`config.mk`:
```
export PLATFORM = sky130hd
export DESIGN_NAME = power_fault_pattern_monitor
export DESIGN_NICKNAME = d
export VERILOG_FILES = /design/src/rtl/pfpm_pkg.sv /design/src/rtl/power_fault_pattern_monitor.sv /design/src/rtl/pfpm_match.sv
export SDC_FILE = /design/constraint.sdc
export NUM_CORES = 1
export LEC_CHECK = 0
export BUFFER_PORTS_ARGS = -buffer_cell sky130_fd_sc_hd__clkbuf_2
export CORE_ASPECT_RATIO = 2
export CORE_MARGIN = 4
export CORE_UTILIZATION = 34
export DETAILED_ROUTE_END_ITERATION = 10
export GPL_TIMING_DRIVEN = 0
export PLACE_DENSITY = 0.55
export SLEW_MARGIN = 20
export SYNTH_ARGS = -nofsm -noshare
export SYNTH_HDL_FRONTEND = slang
export SYNTH_HIERARCHICAL = 1
export SYNTH_SLANG_ARGS = --single-unit
```
`constraint.sdc`:
```
create_clock -name clock -period 2.85 [get_ports clock]
set_input_delay 0.4275 -clock clock [delete_from_list [all_inputs] [get_ports clock]]
set_output_delay 0.4275 -clock clock [all_outputs]
set_load 0.005 [all_outputs]
```
`src/rtl/pfpm_pkg.sv`:
```
package pfpm_pkg;

   localparam int NUM_MODULES   = 8;
   localparam int MOD_AW        = (NUM_MODULES > 1) ? $clog2(NUM_MODULES) : 1;
   localparam int NUM_ERR_TYPES = 17;
   localparam int NUM_BYTES     = 7;

   localparam logic [NUM_ERR_TYPES-1:0] CRITICAL_MASK = 17'h107DF;

   // status bytes, element 0 is register 0x05, then 0x06, 0x08, 0x09, 0x0a, 0x0b, 0x33
   typedef logic [NUM_BYTES-1:0][7:0] byte_vec_type;
   typedef logic [NUM_ERR_TYPES-1:0]  flags_type;

   localparam logic [7:0] ERR_PAT [NUM_ERR_TYPES][NUM_BYTES] = '{
      '{8'h02, 8'h08, 8'h00, 8'h00, 8'h00, 8'h00, 8'h00},
      '{8'h02, 8'h04, 8'h00, 8'h00, 8'h00, 8'h00, 8'h00},
      '{8'h02, 8'h02, 8'h00, 8'h00, 8'h00, 8'h00, 8'h00},
      '{8'h02, 8'h01, 8'h00, 8'h00, 8'h00, 8'h00, 8'h00},
      '{8'h04, 8'h00, 8'h00, 8'h00, 8'h00, 8'h00, 8'h00},
      '{8'h00, 8'h00, 8'h02, 8'h00, 8'h02, 8'h00, 8'h00},
      '{8'h02, 8'h80, 8'h00, 8'h00, 8'h00, 8'h00, 8'h00},
      '{8'h02, 8'h40, 8'h00, 8'h00, 8'h00, 8'h00, 8'h00},
      '{8'h02, 8'h20, 8'h00, 8'h00, 8'h00, 8'h00, 8'h00},
      '{8'h02, 8'h10, 8'h00, 8'h00, 8'h00, 8'h00, 8'h00},
      '{8'h00, 8'h00, 8'h00, 8'h00, 8'h00, 8'h00, 8'h08},
      '{8'h00, 8'h00, 8'h00, 8'h10, 8'h02, 8'h00, 8'h00},
      '{8'h00, 8'h00, 8'h00, 8'h80, 8'h02, 8'h00, 8'h00},
      '{8'h00, 8'h00, 8'h00, 8'h20, 8'h02, 8'h00, 8'h00},
      '{8'h00, 8'h00, 8'h00, 8'h0F, 8'h02, 8'h00, 8'h00},
      '{8'h00, 8'h00, 8'h00, 8'h00, 8'h02, 8'hF0, 8'h00},
      '{8'h00, 8'h00, 8'h40, 8'h00, 8'h00, 8'h00, 8'h00}
   };

   localparam logic KIND_CHECK = 1'b0;
   localparam logic KIND_SET   = 1'b1;

   localparam logic [1:0] RK_EVENT   = 2'd0;
   localparam logic [1:0] RK_SUMMARY = 2'd1;
   localparam logic [1:0] RK_SET     = 2'd2;

   localparam logic [1:0] SET_OK       = 2'd0;
   localparam logic [1:0] SET_BAD_MOD  = 2'd1;
   localparam logic [1:0] SET_BAD_TYPE = 2'd2;

   typedef enum logic [1:0] {
      ST_IDLE,
      ST_READ,
      ST_EMIT
   } state_type;

endpackage

```
`src/rtl/power_fault_pattern_monitor.sv`:
```
// Power fault pattern monitor. A check item (tuser 0) matches seven status bytes
// against 17 fixed fault patterns and updates that module's error flags, which
// live in a small synchronous flag memory: the flags are read as the item is accepted,
// the patterns are evaluated and the flags written back in the next cycle, and then
// one result leaves per cycle while the output is not stalled: an event for each
// newly raised error type in ascending order, then a summary with tlast. A set-flag
// item (tuser 1) forces one flag and returns a single status result. The next item
// is taken once the last result of the current one is loaded into the output
// register, so items are not overlapped. After reset all flags read as clear
// without any clearing pass.
module power_fault_pattern_monitor (
   input  logic        clock,
   input  logic        reset,
   input  logic        req_tvalid,
   output logic        req_tready,
   // kind
   input  logic [0:0]  req_tuser,
   // module_index, set_error_type, reg_r05, reg_r06, reg_r08, reg_r09, reg_r0a,
   // reg_r0b, reg_r33, zero fill
   input  logic [71:0] req_tdata,
   output logic        rsp_tvalid,
   input  logic        rsp_tready,
   // result_kind
   output logic [1:0]  rsp_tuser,
   // event_module, event_error_type, any_match, critical_set, set_status, zero fill
   output logic [15:0] rsp_tdata,
   output logic        rsp_tlast
);

   localparam int AW = pfpm_pkg::MOD_AW;

   pfpm_pkg::state_type state_ff, state_in;

   // latched item
   logic                   kind_ff;
   logic [3:0]             mod_ff;
   logic [4:0]             et_ff;
   pfpm_pkg::byte_vec_type bytes_ff;

   // flag memory
   pfpm_pkg::flags_type    mem [pfpm_pkg::NUM_MODULES];
   logic [pfpm_pkg::NUM_MODULES-1:0] ent_vld_ff;
   pfpm_pkg::flags_type    rd_data_ff;
   logic                   rd_vld_ff;
   logic                   wr_en;
   pfpm_pkg::flags_type    wr_data;

   // pending results
   pfpm_pkg::flags_type    pend_ff, pend_in;
   logic [1:0]             fin_kind_ff, fin_kind_in;
   logic                   fin_any_ff, fin_any_in;
   logic                   fin_crit_ff, fin_crit_in;
   logic [1:0]             fin_status_ff, fin_status_in;

   // output register
   logic                   rsp_tvalid_ff, rsp_tvalid_in;
   logic [1:0]             rsp_tuser_ff, rsp_tuser_in;
   logic [15:0]            rsp_tdata_ff, rsp_tdata_in;
   logic                   rsp_tlast_ff, rsp_tlast_in;

   logic                   req_accept;
   logic                   slot_free;
   logic                   mod_valid;
   pfpm_pkg::flags_type    hits;
   pfpm_pkg::flags_type    old_flags;

   function automatic logic [4:0] first_set(pfpm_pkg::flags_type v);
      logic [4:0] idx;
      idx = '0;
      for (int i = pfpm_pkg::NUM_ERR_TYPES - 1; i >= 0; i--) begin
         if (v[i]) idx = 5'(i);
      end
      return idx;
   endfunction

   pfpm_match u_match (
      .status (bytes_ff),
      .hits   (hits)
   );

   assign req_accept = req_tvalid && req_tready;
   assign slot_free  = !rsp_tvalid_ff || rsp_tready;
   assign mod_valid  = {1'b0, mod_ff} < 5'(pfpm_pkg::NUM_MODULES);
   assign old_flags  = rd_vld_ff ? rd_data_ff : '0;

   assign rsp_tvalid = rsp_tvalid_ff;
   assign rsp_tuser  = rsp_tuser_ff;
   assign rsp_tdata  = rsp_tdata_ff;
   assign rsp_tlast  = rsp_tlast_ff;

   always_ff @(posedge clock) begin
      if (reset) begin
         state_ff      <= pfpm_pkg::ST_IDLE;
         rsp_tvalid_ff <= 1'b0;
      end else begin
         state_ff      <= state_in;
         rsp_tvalid_ff <= rsp_tvalid_in;
      end
   end

   always_ff @(posedge clock) begin
      if (req_accept) begin
         kind_ff  <= req_tuser[0];
         mod_ff   <= req_tdata[3:0];
         et_ff    <= req_tdata[8:4];
         bytes_ff <= req_tdata[64:9];
      end
      pend_ff       <= pend_in;
      fin_kind_ff   <= fin_kind_in;
      fin_any_ff    <= fin_any_in;
      fin_crit_ff   <= fin_crit_in;
      fin_status_ff <= fin_status_in;
      rsp_tuser_ff  <= rsp_tuser_in;
      rsp_tdata_ff  <= rsp_tdata_in;
      rsp_tlast_ff  <= rsp_tlast_in;
   end

   // flag memory, entries not yet written read as clear
   always_ff @(posedge clock) begin
      if (req_accept) begin
         rd_data_ff <= mem[req_tdata[AW-1:0]];
      end
      if (wr_en) begin
         mem[mod_ff[AW-1:0]] <= wr_data;
      end
   end

   always_ff @(posedge clock) begin
      if (reset) begin
         ent_vld_ff <= '0;
         rd_vld_ff  <= 1'b0;
      end else begin
         if (req_accept) begin
            rd_vld_ff <= ent_vld_ff[req_tdata[AW-1:0]];
         end
         if (wr_en) begin
            ent_vld_ff[mod_ff[AW-1:0]] <= 1'b1;
         end
      end
   end

   always_comb begin
      state_in      = state_ff;
      req_tready    = (state_ff == pfpm_pkg::ST_IDLE);
      wr_en         = 1'b0;
      wr_data       = hits;
      pend_in       = pend_ff;
      fin_kind_in   = fin_kind_ff;
      fin_any_in    = fin_any_ff;
      fin_crit_in   = fin_crit_ff;
      fin_status_in = fin_status_ff;
      rsp_tvalid_in = rsp_tvalid_ff && !rsp_tready;
      rsp_tuser_in  = rsp_tuser_ff;
      rsp_tdata_in  = rsp_tdata_ff;
      rsp_tlast_in  = rsp_tlast_ff;

      case (state_ff)
         pfpm_pkg::ST_IDLE: begin
            if (req_accept) begin
               state_in = pfpm_pkg::ST_READ;
            end
         end
         pfpm_pkg::ST_READ: begin
            fin_any_in    = 1'b0;
            fin_crit_in   = 1'b0;
            fin_status_in = pfpm_pkg::SET_OK;
            pend_in       = '0;
            if (kind_ff == pfpm_pkg::KIND_SET) begin
               fin_kind_in = pfpm_pkg::RK_SET;
               wr_data     = old_flags | (pfpm_pkg::flags_type'(1) << et_ff);
               if (!mod_valid) begin
                  fin_status_in = pfpm_pkg::SET_BAD_MOD;
               end else if (et_ff >= 5'(pfpm_pkg::NUM_ERR_TYPES)) begin
                  fin_status_in = pfpm_pkg::SET_BAD_TYPE;
               end else begin
                  wr_en = 1'b1;
               end
            end else begin
               fin_kind_in = pfpm_pkg::RK_SUMMARY;
               fin_any_in  = |hits;
               if (mod_valid) begin
                  // new flags are exactly the hits; events for rising flags only
                  wr_en       = 1'b1;
                  wr_data     = hits;
                  pend_in     = hits & ~old_flags;
                  fin_crit_in = |(hits & pfpm_pkg::CRITICAL_MASK);
               end
            end
            state_in = pfpm_pkg::ST_EMIT;
         end
         pfpm_pkg::ST_EMIT: begin
            if (slot_free) begin
               rsp_tvalid_in = 1'b1;
               if (pend_ff != '0) begin
                  rsp_tuser_in = pfpm_pkg::RK_EVENT;
                  rsp_tdata_in = {4'b0, pfpm_pkg::SET_OK, 1'b0, 1'b0,
                                  first_set(pend_ff), mod_ff[2:0]};
                  rsp_tlast_in = 1'b0;
                  pend_in      = pend_ff & (pend_ff - 1'b1);
               end else begin
                  rsp_tuser_in = fin_kind_ff;
                  rsp_tdata_in = {4'b0, fin_status_ff, fin_crit_ff, fin_any_ff,
                                  5'd0, mod_ff[2:0]};
                  rsp_tlast_in = 1'b1;
                  state_in     = pfpm_pkg::ST_IDLE;
               end
            end
         end
         default: begin
            state_in = pfpm_pkg::ST_IDLE;
         end
      endcase
   end

endmodule

```
`src/rtl/pfpm_match.sv`:
```
module pfpm_match (
   input  pfpm_pkg::byte_vec_type status,
   output pfpm_pkg::flags_type    hits
);

   always_comb begin
      logic [7:0] pat;
      logic [2:0] code;
      hits = '0;
      for (int t = 0; t < pfpm_pkg::NUM_ERR_TYPES; t++) begin
         hits[t] = 1'b1;
         for (int b = 0; b < pfpm_pkg::NUM_BYTES; b++) begin
            pat = pfpm_pkg::ERR_PAT[t][b];
            if ((status[b] & pat) != pat) begin
               hits[t] = 1'b0;
            end
         end
         // error log code in the low bits of the first byte must match exactly
         code = pfpm_pkg::ERR_PAT[t][0][2:0];
         if (code != 3'd0 && code != status[0][2:0]) begin
            hits[t] = 1'b0;
         end
      end
   end

endmodule
```
* Word-level counts from Yosys, hierarchy flattened
Memories as Yosys holds them, arrays and structs flattened. A register that Yosys moved wholly into a read port is not among the register bits.
Index checks and enable logic that the tools add are counted.
** Cells by class
- Shift operators :: 1
- Equality and inequality tests :: 10
- Add/sub/neg operators :: 1
- Order comparisons :: 5
- Muxes and demuxes :: 78
- Reduce and logical (&&, ||, !) cells :: 21
- Bitwise logic cells :: 7
** Operators by type and width (number)
- 2-to-1 mux 17 bit :: 7
- 2-to-1 mux 1 bit :: 47
- bitwise AND 17 bit :: 2
- one-hot mux 17 bit (2 select lines) :: 1
- OR reduction 17 bit :: 2
- 2-to-1 mux 4 bit :: 8
- NOT 17 bit :: 1
- bitwise OR 17 bit :: 1
- nonzero test 17 bit :: 1
- << shifter 1 x 5 -> 17 bit, first input constant :: 1
- subtractor 17 x 1 -> 17 bit, second input constant :: 1
- 2-to-1 mux 2 bit :: 7
- 2-to-1 mux 3 bit :: 4
- OR reduction 11 bit :: 1
- OR reduction 9 bit :: 1
- less-than comparator 3 x 4 -> 1 bit, second input constant :: 2
- != test 4 bit, second input constant :: 2
- bitwise OR 8 bit :: 1
- != test 2 bit, second input constant :: 3
- one-hot mux 2 bit (3 select lines) :: 1
- AND reduction 3 bit :: 2
- greater-or-equal comparator 5 bit, second input constant :: 1
- 2-to-1 mux 5 bit :: 1
- OR reduction 5 bit :: 1
- other kinds (18) :: 24
** Word-level totals
- Output and inout port bits :: 21
- Memory bits (writable) :: 136
- Bits of input ports :: 77
- Logic and storage cells :: 153
- Flip-flop bits (word level) :: 104
- Memories :: 1
** Memories
- mem :: depth 8, bits a word 17, read ports 1, clocked after memory_dff 1, write ports 1, RTL line power_fault_pattern_monitor.sv:41 : pfpm_pkg::flags_type mem [pfpm_pkg::NUM_MODULES];

* Depth between registers and ports, before layout
Gate-level depths: netlist of run 1.
- Depth after elaboration :: 16
- Depth in mapped cells :: 6
- Gate-level depth less buffers :: 6

* Cells and area by module
The synthesis of run 1 kept the hierarchy.
** Modules (own cells, without submodules)
- power_fault_pattern_monitor :: cells each 578, area each 10395.0 um^2, instances 1
- pfpm_match :: cells each 22, area each 147.6 um^2, instances 1

* Worst setup path before layout of run 1
Ideal clock, no wire load.
- Kind :: register to register
- Start :: reg state_ff[0]
- End :: reg bytes_ff[0] (netlist name) (enable)
- Path buffers :: 0
- Data required time :: 2397 ps
- Stages on the path, launching flop included :: 3
- Period minus slack after synthesis :: 2929 ps
- Arrival :: 2475 ps
- Slack :: -79 ps
- Path through :: dfxtp_1 > nor2_1 > and2_1
** Between the ends
- Word-level cells in the longest chain between the ends :: 2
** RTL lines
- start: declaration :: RTL line power_fault_pattern_monitor.sv:32 : pfpm_pkg::state_type state_ff, state_in;
- start signal: assignment :: RTL line power_fault_pattern_monitor.sv:93 : state_ff <= pfpm_pkg::ST_IDLE;
- start signal: assignment :: RTL line power_fault_pattern_monitor.sv:96 : state_ff <= state_in;
- zero test 2 bit :: RTL line power_fault_pattern_monitor.sv:144 : req_tready = (state_ff == pfpm_pkg::ST_IDLE);
- named net req_tready :: RTL line power_fault_pattern_monitor.sv:15 : output logic req_tready,
- logical AND 1 bit :: RTL line power_fault_pattern_monitor.sv:81 : assign req_accept = req_tvalid && req_tready;
- named net req_accept :: RTL line power_fault_pattern_monitor.sv:61 : logic req_accept;
- end signal: assignment :: RTL line power_fault_pattern_monitor.sv:106 : bytes_ff <= req_tdata[64:9];
- end: declaration :: RTL line power_fault_pattern_monitor.sv:38 : pfpm_pkg::byte_vec_type bytes_ff;
The timed path passes the listed nets, and every way through them passes these cells.
A chain may end at the register's enable or synchronous reset.

* Worst setup path in the final report of run 1
- Start :: reg et_ff[0]
- End :: mem mem[0][4] (netlist name) (enable)
** Between the ends
- Word-level cells in the longest chain between the ends :: 7
** RTL lines
- start: declaration :: RTL line power_fault_pattern_monitor.sv:37 : logic [4:0] et_ff;
- start signal: assignment :: RTL line power_fault_pattern_monitor.sv:105 : et_ff <= req_tdata[8:4];
- greater-or-equal comparator 5 bit :: RTL line power_fault_pattern_monitor.sv:173 : end else if (et_ff >= 5'(pfpm_pkg::NUM_ERR_TYPES)) begin
- 2-to-1 mux 1 bit :: RTL line power_fault_pattern_monitor.sv:173
- 2-to-1 mux 1 bit :: RTL line power_fault_pattern_monitor.sv:171 : if (!mod_valid) begin
- 2-to-1 mux 1 bit :: RTL line power_fault_pattern_monitor.sv:168 : if (kind_ff == pfpm_pkg::KIND_SET) begin
- 2-to-1 mux 1 bit :: RTL line power_fault_pattern_monitor.sv:157 : case (state_ff)
- 2-to-1 mux 1 bit :: RTL line power_fault_pattern_monitor.sv:123 : if (wr_en) begin
- 2-to-1 mux 1 bit (implied by the code) :: RTL line power_fault_pattern_monitor.sv:124 : mem[mod_ff[AW-1:0]] <= wr_data;
- end: declaration :: RTL line power_fault_pattern_monitor.sv:41
Every way passes these cells.

==> qor.txt, run 1 <==
Status -> completed
Clock power share -> 38.3%
CTS resizes -> 0
Vias -> 5316
CP max stage cell -> o2111ai_1
Hold Startpoint -> req_tdata[6]
WL/cell -> 22.1 um
Warnings from Yosys -> 6
Hold endpoint -> et_ff[2]
CTS Buffer Depth -> 3
Ports -> 98
Dpl hpwl -> 16300 um
CTS clk-pin slew, worst paths -> 0.07 ns
Row Count -> 87
Crit-path max cell delay -> 0.56 ns
Worst Path Class, Setup -> flip-flop to flip-flop
DRC violations left -> 0
Nets -> 746
R2R cell count -> 5
Final Cycle Share -> 92.4%
Final hold slack -> 0.0916 ns
Comb power frac -> 6.5%
HP Class -> input port to flip-flop
Grt ovf -> 0
Core Footprint -> 0.0281 mm2
P per Cell Area -> 647 mW/mm2
Final Setup Violations -> 0
Global-route wire length before repair -> 34400 um
First drt pass iteration count -> 5
Hold Fails Final Rpt -> 0
Sink Count -> 239
Antenna-violating nets left -> 0
N_diodes -> 0
Post-DP Area -> 0.0105 mm2
Post-Syn Instances -> 570
Min Clock Period, post-route -> 2.63 ns
Worst EP required -> 3.07 ns
Total GRT Usage -> 14.8%
Initial DRC count -> 362
Post-DR vias/cell -> 5.13
Layout cells sized above 1 -> 28.5%
Starting density of the core -> 34.3%
Input/output buffers -> 56
Crit-path cells -> buf_2, nor4_4, o2111ai_1, nor3_4, buf_4
RSZ-0062 raised after global routing -> no
Die height -> 246 um
Syn avg cell area -> 16.9 um2
# H-tree levels -> 1
Flop2flop setup slack -> 0.22 ns
WL final -> 22900 um
Worst hold path stage count -> 1
CTS Buf Count -> 21
Slew at the pin closest to its max-slew limit -> 1.11 ns
Sw power -> 1.59 mW
Chip width -> 127 um
Worst VDD drop -> 0.307 mV
Switching share of power -> 21.7%
Max-slew violation total from the final report -> 0
Worst path arrival time -> 2.85 ns
CTS tree -> done
Post-layout util -> 40.4%
Worst Setup End Kind -> flip-flop
Crit Path Max Fanout -> 9
Layout area overhead -> 17.7%
Mapped cell area -> 0.00964 mm2
Max Fclk -> 380 MHz
Root buf cell -> clkbuf_16
Lkg Pwr -> 3.83 nW
Largest delay contributor family on the critical path -> simple AND/OR/NAND/NOR gates
Origin of the critical flop-to-flop path -> et_ff[0]
Gpl congestion -> 0.856
Clock Latency Late Sink -> 0.51 ns
Slew headroom -> 25.8%
Vias in the first global route -> 5807
Final Skew -> 0.0194 ns
Worst Setup Start Kind -> flip-flop
Internal -> 5.76 mW
FF-to-FF End -> mem[0][4]
Final Cell Area -> 0.0114 mm2
Largest net degree at the start of global routing -> 55
Antenna violations before repair -> 0
Seq pwr share -> 55.2%
CP bufs+invs -> 2
Die ar. -> 0.0313 mm2
MaxCap Viol Count -> 0
CTS Hold Bufs -> 0
-- sequential cells by signal, indices dropped and copies added, names as in the netlist, 4 cells and up --
signal and flops:
mem 136, bytes_ff 26, pend_ff 17, rd_data_ff 17, rsp_tdata 12, ent_vld_ff 8, et_ff 5, mod_ff 4
-- cell type report --
| class | instances | area (um2) |
|---|---|---|
| Sequential cell | 239 | 7060 |
| Clock buffer | 28 | 572 |
| Tap cell | 356 | 445 |
| Buffer | 27 | 158 |
| Timing Repair Buffer | 73 | 522 |
| Multi-Input combinational cell | 294 | 2450 |
| Inverter | 13 | 48.8 |
| Fill cell | 2554 | 16700 |
| Clock inverter | 7 | 95.1 |
-- placed cells by master (no fill, tap or decap), types with 5 or more instances in the layout --
cell,n
nor2_4,6
nor4_1,6
clkbuf_1,15
dfxtp_1,12
nor2_1,16
clkbuf_16,21
buf_12,6
buf_4,14
a32oi_1,7
inv_1,12
nand2_1,61
nor3_1,6
mux4_2,36
a21boi_0,10
buf_2,6
nand3_1,22
edfxtp_1,227
nor2b_1,5
o211ai_1,5
nand2b_1,6
o21ai_0,19
mux2_2,17
clkbuf_2,56
and2_1,17
-- per-stage QoR --
stage | setup slack, ns | setup TNS, ns | instances | power (mW)
3_5_place_dp | -0.115 | -2.04 | 989 | 4.61
4_1_cts | 0.00660 | 0 | 1028 | 7.42
6_report | 0.215 | 0 | 1037 | 7.35
2_1_floorplan | 0.435 | 0 | 573 | 4.40
3_3_place_gp | -0.746 | -97.23 | 985 | 4.58
5_1_grt | 0.0625 | 0 | 1037 | 7.59
-- worst max path at each step --
stage | from | endpoint | slack [ns] | cells past startpoint
3_3_place_gp | et_ff[0] | mem[7][10] | -0.75 | 4
6_report | et_ff[0] | mem[0][4] | 0.22 | 5
2_1_floorplan | state_ff[1] | pend_ff[0] | 0.43 | 3
4_1_cts | et_ff[0] | mem[6][12] | 0.007 | 4
5_1_grt | rd_vld_ff | mem[1][10] | 0.06 | 5
3_5_place_dp | et_ff[0] | mem[0][7] | -0.12 | 5
-- routing by layer --
metal / wire length [um] / up-vias / GRT usage, %
met1: 7230 / 2703 / 13.5
met3: 689 / 48 / 1.78
met4: 1070 / 0 / 7.93
met2: 13900 / 136 / 30.6
met5: 0 / - / 0
li1: - / 2429 / -
-- worst register-to-register path: cells and delay by family, from the launching register on --
kind	cells	cell delay [ns]
AOI/OAI and AO/OA	1	0.56
buffers and inverters	2	0.45
DFF	1	0.40
and+or+nand+nor	2	0.94
-- power by group through the flow --
stage	Sequential, mW	Clock, mW	Combinational (mW)
finish	4.06	2.81	0.477
global route	4.07	3.01	0.521
CTS	4.06	2.88	0.479
detailed placement	4.13	0	0.475
global placement	4.13	0	0.442
floorplan	4.11	0	0.289
-- what timing repair did --
| item | 4_1_cts | 5_1_grt |
|---|---|---|
| pin swaps | 3 | 6 |
| setup endpoints to repair | 44 | 103 |
| endpoints found under the hold margin | 0 | 0 |
| setup buffers | 4 | 9 |
No activity file was read; power rests on OpenSTA's default activity.
==> inputs of run 2 (changes only) <==
--- a/config.mk
+++ b/config.mk
@@ -7,11 +7,11 @@
 export LEC_CHECK = 0
 export BUFFER_PORTS_ARGS = -buffer_cell sky130_fd_sc_hd__clkbuf_2
 export CORE_ASPECT_RATIO = 2
-export CORE_MARGIN = 4
+export CORE_MARGIN = 2
 export CORE_UTILIZATION = 34
 export DETAILED_ROUTE_END_ITERATION = 10
 export GPL_TIMING_DRIVEN = 0
-export PLACE_DENSITY = 0.55
+export PLACE_DENSITY = 0.54
 export SLEW_MARGIN = 20
 export SYNTH_ARGS = -nofsm -noshare
 export SYNTH_HDL_FRONTEND = slang
==> constraint.sdc (replaced) <==
create_clock -name clock -period 2.7 [get_ports clock]
set_input_delay 0.405 -clock clock [delete_from_list [all_inputs] [get_ports clock]]
set_output_delay 0.405 -clock clock [all_outputs]
set_load 0.005 [all_outputs]
==> run 2 against run 1 <==
Clock skew fell by 0.0077 ns. Final area barely moved. Routed wire length fell by 0.54%. Largest power group unchanged.
==> qor.txt, run 2 (synthesized netlist as in run 1, its figures left out) <==
Chip width -> 123 um
Input/output buffers -> 56
Layout area overhead -> 17.6%
Number of flip-flops in the largest register -> 136
Worst hold path stage count -> 1
Hold Fails Final Rpt -> 0
CTS Buffer Depth -> 3
Largest delay contributor family on the critical path -> compound AO/OA/AOI/OAI gates
Largest net degree at the start of global routing -> 45
CP bufs+invs -> 1
Nets -> 745
Register area -> 0.00706 mm2
First drt pass iteration count -> 5
Antenna violations before repair -> 0
Worst VDD drop -> 0.383 mV
Initial DRC count -> 330
Clock Latency Late Sink -> 0.51 ns
Root buf cell -> clkbuf_16
RSZ-0062 raised after global routing -> yes
Min Clock Period, post-route -> 2.70 ns
Final Skew -> 0.0117 ns
CTS clk-pin slew, worst paths -> 0.07 ns
Sink Count -> 239
Total GRT Usage -> 15.7%
Critical Path Start -> et_ff[3]
Crit-path max cell delay -> 0.87 ns
Crit Path Max Fanout -> 8
Gpl congestion -> 0.910
Max-slew violation total from the final report -> 0
Post-DR vias/cell -> 5.10
Status -> completed
MaxCap Viol Count -> 0
Max Fclk -> 371 MHz
Vias in the first global route -> 5922
Worst EP required -> 2.85 ns
Fillers -> 2557
Vias -> 5293
Post-Place Worst Slack -> -0.101 ns
Die ar. -> 0.0298 mm2
Hold Startpoint -> req_tdata[60]
Final Setup Violations -> 0
Worst Setup End Kind -> flip-flop
CP Depth -> 4
Global-route wire length before repair -> 34400 um
CTS Hold Bufs -> 0
Worst path arrival time -> 2.85 ns
Starting density of the core -> 34.3%
Final worst slack -> 0.00371 ns
Crit-path cells -> inv_1, nor3_1, a21boi_0, o21ai_0
CP max stage cell -> o21ai_0
Dpl hpwl -> 16200 um
WL/cell -> 22.0 um
Die height -> 242 um
Worst Path Class, Setup -> flip-flop to flip-flop
Core Footprint -> 0.0281 mm2
Flop2flop setup slack -> 0.004 ns
Origin of the critical flop-to-flop path -> et_ff[3]
Row Count -> 87
Most frequent cells in the layout -> 227 x edfxtp_1, 61 x nand2_1, 56 x clkbuf_2
HP Class -> input port to flip-flop
Antenna-violating nets left -> 0
Slew headroom -> 27.8%
Post-layout util -> 40.4%
Final Cell Area -> 0.0113 mm2
Layout cells sized above 1 -> 28.6%
Post-DP Area -> 0.0105 mm2
Lkg Pwr -> 3.81 nW
Final hold slack -> 0.0675 ns
WL final -> 22800 um
Slew at the pin closest to its max-slew limit -> 1.07 ns
Commonest non-fill, non-tap cell in the layout -> edfxtp_1
DRC violations left -> 0
N_diodes -> 0
Final Cycle Share -> 99.9%
Worst Setup Start Kind -> flip-flop
Total power -> 7.69 mW
R2R cell count -> 4
# H-tree levels -> 1
Ports -> 98
Grt ovf -> 0
CTS Buf Count -> 21
CTS tree -> done
P per Cell Area -> 678 mW/mm2
Area of the multi-input gates -> 0.00246 mm2
[run 2: path summary, 6_finish.rpt]
kind,end
max,mem[2][9]
min,bytes_ff[51]
max reg2reg,mem[2][9]
min reg2reg,ent_vld_ff[5]
[run 2: repair_timing]
action                                  in CTS  in global routing
gates resized for setup                      0                  5
pin swaps                                    5                  0
setup buffers                               12                  0
endpoints found under the setup margin     127                 48
[run 2: layout make-up]
| class | instances | area share [%] |
|---|---|---|
| plain buffers | 27 | 1.39 |
| flip-flops and latches | 239 | 62.2 |
| clock inverters | 8 | 0.629 |
| multi-input cells | 294 | 21.7 |
| inverters | 13 | 0.430 |
| repair buffers | 72 | 4.53 |
| well taps | 356 | 3.93 |
| clock buffers | 29 | 5.16 |
[run 2: per-stage QoR]
stage | TNS (ns) | std cells
2_1_floorplan | 0 | 573
3_3_place_gp | -120.83 | 985
3_5_place_dp | -9.18 | 989
4_1_cts | 0 | 1038
5_1_grt | -0.209 | 1038
6_report | 0 | 1038
[run 2: routing by layer]
metal / vias up / wire length, um / global-route usage (%)
met5: - / 0 / 0
met4: 0 / 1340 / 9.19
met3: 67 / 789 / 2.00
met2: 140 / 13300 / 30.7
met1: 2655 / 7410 / 15.0
li1: 2431 / - / -
[run 2: where the power goes]
| part | switching (mW) | internal, mW |
|---|---|---|
| sequential | 0.0836 | 4.20 |
| combinational | 0.314 | 0.191 |
| clock | 1.28 | 1.62 |
